File: src/gocs_pkg.sv
`timescale 1ns / 1ps

package gocs_pkg;

  localparam int RAW_W   = 16;
  localparam int RATE_W  = 21;
  localparam int SUM_W   = 26;
  localparam int ALPHA_W = 17;
  localparam int LIM_W   = 16;
  localparam int MA_W    = 18;
  localparam int MB_W    = 23;
  localparam int P_W     = MA_W + MB_W;
  localparam int NUM_AX  = 3;
  localparam int AX_W    = 2;

  typedef logic signed [RATE_W-1:0] rate_t;
  typedef logic signed [SUM_W-1:0]  sum_t;
  typedef logic signed [MA_W-1:0]   mul_a_t;
  typedef logic signed [MB_W-1:0]   mul_b_t;
  typedef logic signed [P_W-1:0]    prod_t;
  typedef logic [AX_W-1:0]          axis_t;

  localparam logic [ALPHA_W-1:0] ALPHA_ONE = 17'd65536;
  localparam logic [ALPHA_W-1:0] ALPHA_RST = 17'd6554;
  localparam logic [LIM_W-1:0]   LIM_RST   = 16'd448;
  localparam mul_a_t             SCALE_MUL = 18'sd4559;
  localparam rate_t              RATE_MAX  = 21'sh0FFFFF;
  localparam rate_t              RATE_MIN  = 21'sh100000;
  localparam axis_t              AX_FIRST  = 2'd0;
  localparam axis_t              AX_LAST   = 2'd2;

  localparam logic REG_ALPHA = 1'b0;
  localparam logic REG_LIMIT = 1'b1;

endpackage

File: src/gocs_mul.sv
`timescale 1ns / 1ps

module gocs_mul (
  input  logic            clk,
  input  gocs_pkg::mul_a_t a,
  input  gocs_pkg::mul_b_t b,
  output gocs_pkg::prod_t  p_r
);
  import gocs_pkg::*;

  prod_t p_nxt;

  assign p_nxt = P_W'(a) * P_W'(b);

  always_ff @(posedge clk) begin
    p_r <= p_nxt;
  end

endmodule

File: src/gocs_rdiv.sv
`timescale 1ns / 1ps

module gocs_rdiv #(
  parameter int DIVISOR = 25
) (
  input  logic            clk,
  input  logic            rst_n,
  input  logic            start,
  input  gocs_pkg::sum_t  dividend,
  output logic            done_r,
  output gocs_pkg::rate_t quot_r
);
  import gocs_pkg::*;

  localparam int MAG_W  = SUM_W - 1;
  localparam int K_SH   = MAG_W + $clog2(DIVISOR);
  localparam int PROD_W = MAG_W + K_SH + 1;
  localparam longint RECIP_L =
      ((longint'(1) << K_SH) + longint'(DIVISOR - 1)) / longint'(DIVISOR);
  localparam logic [K_SH:0]    RECIP = (K_SH + 1)'(RECIP_L);
  localparam logic [MAG_W-1:0] HALF  = MAG_W'(DIVISOR / 2);

  logic              ld_r, ld_nxt;
  logic              mul_r, mul_nxt;
  logic              done_nxt;
  logic              neg_r, neg_nxt;
  logic [MAG_W-1:0]  mag_r, mag_nxt;
  logic [PROD_W-1:0] prod_r, prod_nxt;
  rate_t             quot_nxt;
  sum_t              abs_w;
  sum_t              qs_w;

  always_comb begin
    abs_w    = dividend[SUM_W-1] ? -dividend : dividend;
    qs_w     = prod_r[PROD_W-1:K_SH];
    ld_nxt   = start;
    mul_nxt  = ld_r;
    done_nxt = mul_r;
    neg_nxt  = neg_r;
    mag_nxt  = mag_r;
    if (start) begin
      neg_nxt = dividend[SUM_W-1];
      mag_nxt = abs_w[MAG_W-1:0] + HALF;
    end
    prod_nxt = PROD_W'(mag_r) * PROD_W'(RECIP);
    quot_nxt = quot_r;
    if (mul_r) begin
      quot_nxt = neg_r ? rate_t'(-qs_w) : rate_t'(qs_w);
    end
  end

  always_ff @(posedge clk) begin
    if (!rst_n) begin
      ld_r   <= 1'b0;
      mul_r  <= 1'b0;
      done_r <= 1'b0;
    end else begin
      ld_r   <= ld_nxt;
      mul_r  <= mul_nxt;
      done_r <= done_nxt;
    end
    neg_r  <= neg_nxt;
    mag_r  <= mag_nxt;
    prod_r <= prod_nxt;
    quot_r <= quot_nxt;
  end

endmodule

File: src/gyro_offset_calibrate_smooth.sv
`timescale 1ns / 1ps
// Three-axis gyro rate conditioner with offset calibration and smoothing.
// Input words: in_tdata carries raw x, y, z (signed 16 bits each); in_tuser
// is the command flag, 1 starting a calibration run (sample ignored).
// Result words: one per input word, three Q8 deg/s rates in out_tdata and
// the calibrating / calibration-done flags in out_tuser.
// Configuration: cfg_index 0 writes alpha (Q1.16), 1 writes settle_limit.
// A smoothed sample passes through the scale and the smoothing multiply for
// each axis, a calibration sample only the scale multiply, a command neither.
// The last summed sample of a run adds three passes of the reciprocal divider.
// All per-axis multiplies share one 18x23 multiplier.
// One word is in work at a time; in_tready is high only between words.
// A result waits in the output register while out_tready is low; the next
// word is accepted meanwhile and its result is held back until the
// register frees.
// Reset (rst_n low, synchronous) clears rates, offsets, sums and flags and
// loads alpha = 6554 and settle_limit = 448.
module gyro_offset_calibrate_smooth #(
  parameter int CAL_SAMPLES = 25
) (
  input  logic        clk,
  input  logic        rst_n,
  input  logic        in_tvalid,
  output logic        in_tready,
  input  logic [47:0] in_tdata,   // raw_x, raw_y, raw_z
  input  logic [0:0]  in_tuser,   // command
  output logic        out_tvalid,
  input  logic        out_tready,
  output logic [63:0] out_tdata,  // rate_x, rate_y, rate_z, zero pad
  output logic [1:0]  out_tuser,  // calibrating, calibration_done
  input  logic        cfg_we,
  input  logic [0:0]  cfg_index,
  input  logic [16:0] cfg_wdata
);
  import gocs_pkg::*;

  localparam int CNT_W = $clog2(CAL_SAMPLES + 1);
  localparam logic [CNT_W-1:0] CNT_FULL = CNT_W'(CAL_SAMPLES);

  typedef enum logic [2:0] {
    S_IDLE, S_SCALE, S_SCWB, S_SMUL, S_SMWB, S_DIV, S_DIVW, S_FIN
  } state_t;

  state_t               state_r, state_nxt;
  axis_t                ax_r, ax_nxt;
  logic [RAW_W-1:0]     raw_r [NUM_AX];
  logic [RAW_W-1:0]     raw_nxt [NUM_AX];
  rate_t                rate_r [NUM_AX];
  rate_t                rate_nxt [NUM_AX];
  rate_t                off_r [NUM_AX];
  rate_t                off_nxt [NUM_AX];
  sum_t                 sum_r [NUM_AX];
  sum_t                 sum_nxt [NUM_AX];
  logic [CNT_W-1:0]     cnt_r, cnt_nxt;
  logic                 incal_r, incal_nxt;
  logic                 await_r, await_nxt;
  logic                 fail_r, fail_nxt;
  logic                 done_r, done_nxt;
  mul_b_t               diff_r, diff_nxt;
  logic [ALPHA_W-1:0]   alpha_r, alpha_nxt;
  logic [LIM_W-1:0]     lim_r, lim_nxt;
  logic                 ovalid_r, ovalid_nxt;
  logic [63:0]          odata_r, odata_nxt;
  logic [1:0]           ouser_r, ouser_nxt;

  mul_a_t               mul_a;
  mul_b_t               mul_b;
  prod_t                mul_p;
  logic                 div_start;
  logic                 div_done;
  rate_t                div_q;

  rate_t                s_w;
  logic [ALPHA_W-1:0]   alpha_sat;
  logic signed [RATE_W:0] dev_w;
  logic signed [RATE_W:0] lim_w;
  logic                 fail_w;
  logic signed [P_W-17:0] step_w;
  sum_t                 upd_w;
  logic [CNT_W-1:0]     cnt_inc;

  gocs_mul u_mul (
    .clk (clk),
    .a   (mul_a),
    .b   (mul_b),
    .p_r (mul_p)
  );

  gocs_rdiv #(.DIVISOR(CAL_SAMPLES)) u_div (
    .clk      (clk),
    .rst_n    (rst_n),
    .start    (div_start),
    .dividend (sum_r[ax_r]),
    .done_r   (div_done),
    .quot_r   (div_q)
  );

  assign in_tready  = (state_r == S_IDLE);
  assign out_tvalid = ovalid_r;
  assign out_tdata  = odata_r;
  assign out_tuser  = ouser_r;

  always_comb begin
    alpha_sat = (alpha_r > ALPHA_ONE) ? ALPHA_ONE : alpha_r;
    s_w       = rate_t'(mul_p[28:8]);
    dev_w     = (RATE_W + 1)'(s_w) - (RATE_W + 1)'(off_r[0]);
    lim_w     = (RATE_W + 1)'($signed({1'b0, lim_r}));
    fail_w    = (dev_w > lim_w) || (dev_w < -lim_w);
    step_w    = $signed(mul_p[P_W-1:16]);
    upd_w     = SUM_W'(rate_r[ax_r]) + SUM_W'(step_w);
    cnt_inc   = cnt_r + 1'b1;
  end

  always_comb begin
    state_nxt  = state_r;
    ax_nxt     = ax_r;
    raw_nxt    = raw_r;
    rate_nxt   = rate_r;
    off_nxt    = off_r;
    sum_nxt    = sum_r;
    cnt_nxt    = cnt_r;
    incal_nxt  = incal_r;
    await_nxt  = await_r;
    fail_nxt   = fail_r;
    done_nxt   = done_r;
    diff_nxt   = diff_r;
    alpha_nxt  = alpha_r;
    lim_nxt    = lim_r;
    ovalid_nxt = ovalid_r & ~out_tready;
    odata_nxt  = odata_r;
    ouser_nxt  = ouser_r;
    mul_a      = SCALE_MUL;
    mul_b      = MB_W'($signed(raw_r[ax_r]));
    div_start  = 1'b0;

    if (cfg_we) begin
      unique case (cfg_index[0])
        REG_ALPHA: alpha_nxt = cfg_wdata;
        REG_LIMIT: lim_nxt   = cfg_wdata[LIM_W-1:0];
        default:   alpha_nxt = alpha_r;
      endcase
    end

    unique case (state_r)
      S_IDLE: begin
        if (in_tvalid) begin
          raw_nxt[0] = in_tdata[15:0];
          raw_nxt[1] = in_tdata[31:16];
          raw_nxt[2] = in_tdata[47:32];
          ax_nxt     = AX_FIRST;
          done_nxt   = 1'b0;
          fail_nxt   = 1'b0;
          if (in_tuser[0]) begin
            incal_nxt = 1'b1;
            await_nxt = 1'b0;
            cnt_nxt   = '0;
            for (int i = 0; i < NUM_AX; i++) begin
              sum_nxt[i] = '0;
              off_nxt[i] = '0;
            end
            state_nxt = S_FIN;
          end else begin
            state_nxt = S_SCALE;
          end
        end
      end
      S_SCALE: begin
        state_nxt = S_SCWB;
      end
      S_SCWB: begin
        if (!incal_r) begin
          diff_nxt  = MB_W'(s_w) - MB_W'(off_r[ax_r]) - MB_W'(rate_r[ax_r]);
          state_nxt = S_SMUL;
        end else begin
          rate_nxt[ax_r] = s_w;
          if (!await_r) begin
            sum_nxt[ax_r] = sum_r[ax_r] + SUM_W'(s_w);
          end else if (ax_r == AX_FIRST) begin
            fail_nxt = fail_w;
          end
          if (ax_r != AX_LAST) begin
            ax_nxt    = ax_r + 1'b1;
            state_nxt = S_SCALE;
          end else if (!await_r) begin
            cnt_nxt = cnt_inc;
            if (cnt_inc >= CNT_FULL) begin
              ax_nxt    = AX_FIRST;
              state_nxt = S_DIV;
            end else begin
              state_nxt = S_FIN;
            end
          end else begin
            state_nxt = S_FIN;
            cnt_nxt   = '0;
            await_nxt = 1'b0;
            if (fail_r) begin
              for (int i = 0; i < NUM_AX; i++) begin
                sum_nxt[i] = '0;
                off_nxt[i] = '0;
              end
            end else begin
              incal_nxt = 1'b0;
              done_nxt  = 1'b1;
            end
          end
        end
      end
      S_SMUL: begin
        mul_a     = mul_a_t'({1'b0, alpha_sat});
        mul_b     = diff_r;
        state_nxt = S_SMWB;
      end
      S_SMWB: begin
        if (upd_w > SUM_W'(RATE_MAX)) begin
          rate_nxt[ax_r] = RATE_MAX;
        end else if (upd_w < SUM_W'(RATE_MIN)) begin
          rate_nxt[ax_r] = RATE_MIN;
        end else begin
          rate_nxt[ax_r] = rate_t'(upd_w);
        end
        if (ax_r == AX_LAST) begin
          state_nxt = S_FIN;
        end else begin
          ax_nxt    = ax_r + 1'b1;
          state_nxt = S_SCALE;
        end
      end
      S_DIV: begin
        div_start = 1'b1;
        state_nxt = S_DIVW;
      end
      S_DIVW: begin
        if (div_done) begin
          off_nxt[ax_r] = div_q;
          if (ax_r == AX_LAST) begin
            await_nxt = 1'b1;
            state_nxt = S_FIN;
          end else begin
            ax_nxt    = ax_r + 1'b1;
            state_nxt = S_DIV;
          end
        end
      end
      S_FIN: begin
        if (!ovalid_r || out_tready) begin
          ovalid_nxt = 1'b1;
          odata_nxt  = {1'b0, rate_r[2], rate_r[1], rate_r[0]};
          ouser_nxt  = {done_r, incal_r};
          state_nxt  = S_IDLE;
        end
      end
      default: state_nxt = S_IDLE;
    endcase
  end

  always_ff @(posedge clk) begin
    if (!rst_n) begin
      state_r  <= S_IDLE;
      ax_r     <= AX_FIRST;
      cnt_r    <= '0;
      incal_r  <= 1'b0;
      await_r  <= 1'b0;
      fail_r   <= 1'b0;
      done_r   <= 1'b0;
      alpha_r  <= ALPHA_RST;
      lim_r    <= LIM_RST;
      ovalid_r <= 1'b0;
      for (int i = 0; i < NUM_AX; i++) begin
        rate_r[i] <= '0;
        off_r[i]  <= '0;
        sum_r[i]  <= '0;
      end
    end else begin
      state_r  <= state_nxt;
      ax_r     <= ax_nxt;
      cnt_r    <= cnt_nxt;
      incal_r  <= incal_nxt;
      await_r  <= await_nxt;
      fail_r   <= fail_nxt;
      done_r   <= done_nxt;
      alpha_r  <= alpha_nxt;
      lim_r    <= lim_nxt;
      ovalid_r <= ovalid_nxt;
      rate_r   <= rate_nxt;
      off_r    <= off_nxt;
      sum_r    <= sum_nxt;
    end
    raw_r   <= raw_nxt;
    diff_r  <= diff_nxt;
    odata_r <= odata_nxt;
    ouser_r <= ouser_nxt;
  end

endmodule

File: config.mk
export PLATFORM = sky130hd
export DESIGN_NAME = gyro_offset_calibrate_smooth
export DESIGN_NICKNAME = d
export VERILOG_FILES = /design/src/gocs_pkg.sv /design/src/gocs_mul.sv /design/src/gocs_rdiv.sv /design/src/gyro_offset_calibrate_smooth.sv
export SDC_FILE = /design/constraint.sdc
export NUM_CORES = 2
export LEC_CHECK = 0
export ABC_AREA = 1
export CAP_MARGIN = 30
export CELL_PAD_IN_SITES_DETAIL_PLACEMENT = 0
export CELL_PAD_IN_SITES_GLOBAL_PLACEMENT = 1
export CORE_ASPECT_RATIO = 0.8
export CORE_UTILIZATION = 30
export DETAILED_ROUTE_END_ITERATION = 10
export DONT_BUFFER_PORTS = 1
export GPL_TIMING_DRIVEN = 0
export PLACE_DENSITY = 0.55
export SLEW_MARGIN = 20
export SYNTH_ARGS = -nofsm -noshare
export SYNTH_HDL_FRONTEND = slang
export SYNTH_SLANG_ARGS = --single-unit
File: constraint.sdc
create_clock -name clk -period 18.7 [get_ports clk]
set_input_delay 3.74 -clock clk [delete_from_list [all_inputs] [get_ports clk]]
set_output_delay 3.74 -clock clk [all_outputs]
set_load 0.02 [all_outputs]
After elaboration in Yosys (flattened, before gate mapping)
Index checks and enable logic that the tools add are counted.
{"block": "totals", "input_bits": 72, "register_bits": 530, "word_cells": 209}
{"block": "classes", "n_mux": 97, "n_eq_ne": 22, "reduce_logical": 25, "magnitude_cmp": 8, "multipliers": 2, "bitwise": 11, "add_sub_neg": 11}
{"operator": "63-bit two-way mux", "n": 10}
{"operator": "78-bit two-way mux", "n": 7}
{"operator": "63-bit bitwise mux", "n": 3}
{"operator": "63-bit case mux with 3 select lines", "n": 1}
{"operator": "78-bit case mux with 2 select lines", "n": 1}
{"operator": "21-bit two-way mux", "n": 6}
{"operator": "63-bit case mux with 2 select lines", "n": 1}
{"operator": "21-bit binary-select mux with 2-bit select", "n": 2}
{"operator": "78-bit bitwise mux", "n": 1}
{"operator": "26-bit two-way mux", "n": 3}
{"operator": "60-bit bitwise AND", "n": 1}
{"operator": "60-bit NOT", "n": 1}
{"operator": "60-bit bitwise OR", "n": 1}
{"operator": "26-bit binary-select mux with 2-bit select", "n": 1}
{"operator": "26-bit demux with 2-bit select", "n": 1}
{"operator": "25-bit by 26-bit multiplier with 51-bit output, second input constant", "n": 1}
{"operator": "21-bit by 21-bit subtractor with 22-bit output", "n": 2}
{"operator": "21-bit demux with 2-bit select", "n": 1}
{"operator": "18-bit by 23-bit multiplier with 41-bit output", "n": 1}
{"operator": "17-bit two-way mux", "n": 2}
{"operator": "16-bit binary-select mux with 2-bit select", "n": 1}
{"operator": "16-bit two-way mux", "n": 2}
{"operator": "21-bit by 25-bit adder with 26-bit output", "n": 1}
{"operator": "26-bit by 21-bit adder with 26-bit output", "n": 1}
{"operator": "54 further kinds", "n": 124}

Depth between registers and ports, before layout
{"block": "logic_depth", "word_depth": 12, "ltp_mapped": 39}

Modules after synthesis
From an unflattened synthesis, not the netlist that was laid out.
{"block": "hier_totals", "cells_unflattened": 7749, "area_unflattened_um2": 57930.6}
{"mod": "gyro_offset_calibrate_smooth", "n_inst": 1, "cells_per_inst": 3775, "area_each_um2": 26057.5}
{"mod": "gocs_mul", "n_inst": 1, "cells_per_inst": 2209, "area_each_um2": 16936.2}
{"mod": "gocs_rdiv", "n_inst": 1, "cells_per_inst": 1765, "area_each_um2": 14936.8}

Least setup slack after synthesis
No wires, ideal clock.
{"block": "synth_path", "kind": "input to register", "startpoint": "input out_tready", "endpoint": "register odata_r[0], in the netlist out_tdata[0] (enable)", "stages": 2, "t_arrival_ns": 8.204, "setup_time_ns": 0.568, "slack_ns": 9.929, "cell_sequence": "nor2_1 > nor3_1"}
{"block": "synth_via", "elab_chain_len": 2}
{"element": "from (decl)", "line_no": "gyro_offset_calibrate_smooth.sv:28", "source": "input logic out_tready,"}
{"element": "1-bit logical OR", "line_no": "gyro_offset_calibrate_smooth.sv:245", "source": "if (!ovalid_r || out_tready) begin"}
{"element": "2-bit AND reduction (no line)"}
{"element": "to (signal assigned)", "line_no": "gyro_offset_calibrate_smooth.sv:290", "source": "odata_r <= odata_nxt;"}
{"element": "to (decl)", "line_no": "gyro_offset_calibrate_smooth.sv:63", "source": "logic [63:0] odata_r, odata_nxt;"}
No other way between the ends.
A chain may end at the register's enable or synchronous reset.

Final worst setup path
{"block": "layout_path", "startpoint": "register state_r[0]", "endpoint": "register u_mul.p_r[35]"}
{"block": "layout_via", "elab_chain_len": 3, "word_cells_on_any_way": 4}
{"element": "from (decl)", "line_no": "gyro_offset_calibrate_smooth.sv:44", "source": "state_t state_r, state_nxt;"}
{"element": "from (signal assigned)", "line_no": "gyro_offset_calibrate_smooth.sv:274", "source": "state_r <= state_nxt;"}
{"element": "3-bit by 2-bit equality test with 1-bit output *", "line_no": "gyro_offset_calibrate_smooth.sv:144", "source": "unique case (state_r)"}
{"element": "17-bit two-way mux / 23-bit two-way mux (equally long branches)", "line_no": "gyro_offset_calibrate_smooth.sv:144"}
{"element": "18-bit by 23-bit multiplier with 41-bit output *", "line_no": "gocs_mul.sv:13", "source": "assign p_nxt = P_W'(a) * P_W'(b);"}
{"element": "named net u_mul.p_nxt[35]", "line_no": "gocs_mul.sv:11", "source": "prod_t p_nxt;"}
{"element": "to (signal assigned)", "line_no": "gocs_mul.sv:16", "source": "p_r <= p_nxt;"}
{"element": "to (decl)", "line_no": "gocs_mul.sv:7", "source": "output gocs_pkg::prod_t p_r"}
The timed path passes the listed nets; every way through them passes the cells marked *.

==> impl_table.tex <==
\begin{tabular}{lr}
\hline
Metric & Value \\
\hline
\multicolumn{2}{l}{\textbf{Run status}} \\
\quad Outcome & finished, final reports clean \\
\multicolumn{2}{l}{\textbf{Synth}} \\
\quad Yosys cell types & 64 \\
\quad Post-synthesis sequential area ratio & 0.210 \\
\quad Synth Net Count & roughly 8400 \\
\quad Count of mapped cells out of synthesis & 7213 \\
\quad Synth async-reset ratio & 0 \\
\quad Number of enable flip-flop cells after synthesis & between 150 and 200 \\
\quad Portion of synthesized cell area occupied by the leading cell type & 0.224 \\
\quad Synth top area cells & fa\_1, ha\_1, dfxtp\_1 \\
\quad Summed instance area of the synthesized netlist & roughly 56000 um\^{}2 \\
\quad Synth Register Bits & about 500 \\
\quad Leading area contributor after synthesis & fa\_1 \\
\quad Dominant synthesized flop cell & dfxtp\_1 \\
\quad Yosys synthesis warning count & 0 \\
\quad Syn Area/Cell & between 7 and 8 um\^{}2 \\
\multicolumn{2}{l}{\textbf{CTS}} \\
\quad Number of clock buffers inserted by TritonCTS & 58 \\
\quad \# hold bufs at CTS & 0 \\
\quad Count of H-tree levels built during CTS & 2 \\
\quad Post-CTS Setup Inserts & 0 \\
\quad Sinks on Clock Net & 492 \\
\quad Bufs on Longest Clock Path & 3 \\
\quad Count of cells resized by post-cts repair & 0 \\
\quad CTS tree & done \\
\quad Clock transition at the registers of the reported paths & approximately 70 ps \\
\quad CTS root buf & clkbuf\_16 \\
\quad Clock insertion delay at the later pin of the skew report & between 700 and 800 ps \\
\multicolumn{2}{l}{\textbf{Final layout}} \\
\quad Most common library cell in the layout ignoring fill and taps & nand2\_1 \\
\quad Commonest cells after routing, fill and taps aside & nand2\_1, inv\_1, fa\_1, nor2\_1, ha\_1 \\
\quad Footprint of the flip-flops and latches & 11700 um\^{}2 \\
\quad Fraction of layout cells with a size suffix above 1 & 0.0377 \\
\quad Area delta synth->final & 9.78\% \\
\quad Area of the multi-input gates & approximately 38000 um\^{}2 \\
\quad Number of nets at the end of the flow & $\sim$8500 \\
\quad Number of filler instances in the final layout & between 15000 and 20000 \\
\multicolumn{2}{l}{\textbf{Floorplan}} \\
\quad Placeable Area & around 180000 um\^{}2 \\
\quad Overall die width & between 400 and 500 um \\
\quad Full die area & roughly 190000 um\^{}2 \\
\quad Initial Utilization & 0.304 \\
\quad Num rows & 140 \\
\quad Die Y-Extent & between 300 and 400 um \\
\quad Number of placed I/O pins & 140 \\
\multicolumn{2}{l}{\textbf{STA}} \\
\quad Setup total negative slack & 0 ps \\
\quad Final critical-path share of the clock period & 0.542 \\
\quad Relative max-transition margin & 0.286 \\
\quad Final Setup Violations & 0 \\
\quad Max-slew violation count & 0 \\
\quad Maximum frequency from static timing analysis & approximately 0.1 GHz \\
\quad Final critical-path required period & roughly 10000 ps \\
\quad Final hold violations & 0 \\
\quad Unrepaired setup endpoints after global routing & false \\
\quad Largest clock skew in the final design & around 77 ps \\
\quad Transition time of the tightest slew-check pin & around 1100 ps \\
\multicolumn{2}{l}{\textbf{Place}} \\
\quad RePlAce Congestion & 0.986 \\
\quad Port bufs & 0 \\
\quad Detailed placer's ending HPWL & between 150 and 200 mm \\
\multicolumn{2}{l}{\textbf{Drt}} \\
\quad Final ANT Viol Nets & 0 \\
\quad Vias after detailed routing & a little under 50000 \\
\quad DRC & 0 \\
\quad Average wire per cell in the routed design & around 23 um \\
\quad Routed vias/inst & about 5.0 \\
\quad First drt pass iteration count & 6 \\
\quad Count of routing violations after the opening detailed-route iteration & between 3000 and 4000 \\
\quad Wirelength, routed & about 220 mm \\
\multicolumn{2}{l}{\textbf{Setup path}} \\
\quad Kind of launch point of the worst setup path & flop \\
\quad Largest fanout of any net on the critical path & 10 \\
\quad Flop-to-flop setup slack & 8560 ps \\
\quad Delay contributed by the slowest stage of the critical path & about 860 ps \\
\quad Crit path DAT & between 10000 and 15000 ps \\
\quad Category of the most critical setup path & flop to flop \\
\quad Critical Path Slowest Stage Cell & clkbuf\_1 \\
\quad Worst Path Required & a little under 20000 ps \\
\quad Worst setup EP type & flop \\
\multicolumn{2}{l}{\textbf{GRT}} \\
\quad Largest net degree at the start of global routing & 28 \\
\quad Antenna violations before repair & 4 \\
\quad Remaining global-route overflow & 0 \\
\quad GRT Overall Usage & 0.238 \\
\quad First-pass GRT wire length & approximately 330 mm \\
\quad Number of global-route vias before repair & a little under 50000 \\
\multicolumn{2}{l}{\textbf{Job}} \\
\quad Number of maximum-capacitance constraint violations & 0 \\
\multicolumn{2}{l}{\textbf{Hold path}} \\
\quad Hold WC Path Type & flop to flop \\
\hline
\end{tabular}
metal layers:
| metal | GRT usage | part of all wire | vias up |
|---|---|---|---|
| met2 | 0.357 | 0.42 | 1369 |
| met5 | 0 | 0.00012 | - |
| li1 | - | - | 23000 |
| met3 | 0.0243 | 0.054 | 192 |
| met4 | 0.0565 | 0.026 | 4 |
| met1 | 0.360 | 0.50 | 23900 |
state kept, by name, summed over array words and instances (netlist names), 5 cells and up:
signal and cells:
sum_r 78, off_r 63, out_tdata 63, rate_r 63, raw_r 48, u_mul.p_r 33
u_div.mag_r 25, diff_r 23, u_div.prod_r 21, u_div.quot_r 21, alpha_r 17, lim_r 16
cnt_r 5
critical path: cells and delay by family, from the launching register on:
kind	cells	cell delay, ps
xor gates and xnor gates	1	400
DFF	1	450
AOI/OAI and AO/OA	4	1600
and+or+nand+nor	7	1480
adders and majority gates	7	3410
buffers and inverters	10	2540
logic make-up (layout without fill, tap and decap cells):
kind of cell | after synthesis | in the layout | share of synthesized area
compound gates | 1023 | 1023 | 0.105
xor+xnor | 190 | 190 | 0.0302
fa+ha+maj | 1126 | 1126 | 0.338
buf+inv | 1666 | 1803 | 0.114
flops | 492 | 492 | 0.210
mux | 1 | 1 | 0.000180
other cells | 1 | 3 | 0.0000675
simple gates | 2714 | 2714 | 0.203
stage by stage:
step | area [um^2] | setup slack [ps] | utilization | hold slack [ps] | std cells
2_1_floorplan | 55600 | 9930 | - | 390 | 7213
3_3_place_gp | 58600 | 7290 | 0.320 | 411 | 9627
3_5_place_dp | 58900 | 8800 | 0.322 | 406 | 9651
4_1_cts | 61000 | 8770 | 0.333 | 431 | 9761
5_1_grt | 61000 | 8170 | 0.333 | 454 | 9764
6_report | 61000 | 8560 | 0.333 | 425 | 9766
cell usage after synthesis, drive strengths merged, types with 2 or more instances:
master	number
and2	5
a211oi	23
o211ai	77
nor3	49
nand4	50
and3	2
o2111ai	3
buf	75
ha	504
or2	34
o31ai	7
a21boi	3
nor2	571
xor2	132
a2bb2oi	20
a21o	24
nand3	499
nor4	10
o41ai	2
nand3b	3
a221oi	7
fa	622
edfxtp	183
a31o	2
a31oi	37
dfxtp	309
o21bai	13
clkinv	14
nor3b	4
nand2	1487
o221ai	6
a21oi	465
o21a	31
xnor2	58
o21ai	298
inv	1399
clkbuf	178
path summary, 6_finish.rpt:
path	depth (start not counted)	end	startpoint
worst max-delay path	29	u_mul.p_r[35]$_DFF_P_	state_r[0]$_SDFFE_PN0P_
worst min-delay path	2	u_div.done_nxt$_SDFF_PN0_	u_div.ld_r$_SDFF_PN0_
worst max register to register	29	u_mul.p_r[35]$_DFF_P_	state_r[0]$_SDFFE_PN0P_
worst min register to register	2	u_div.done_nxt$_SDFF_PN0_	u_div.ld_r$_SDFF_PN0_
cell type report:
class                      instances  area share
antenna                            2   0.0000821
sequential                       492       0.192
timing repair buffer              27     0.00494
clock inverter                    40     0.00859
buffer                           253      0.0172
clock buffer                      70      0.0249
tap                             2414      0.0495
multi-input combinational       5055       0.616
inverter                        1413      0.0870
Power is not shown: default switching activity piles up to over one toggle a cycle in this logic, so the estimate is an artifact.
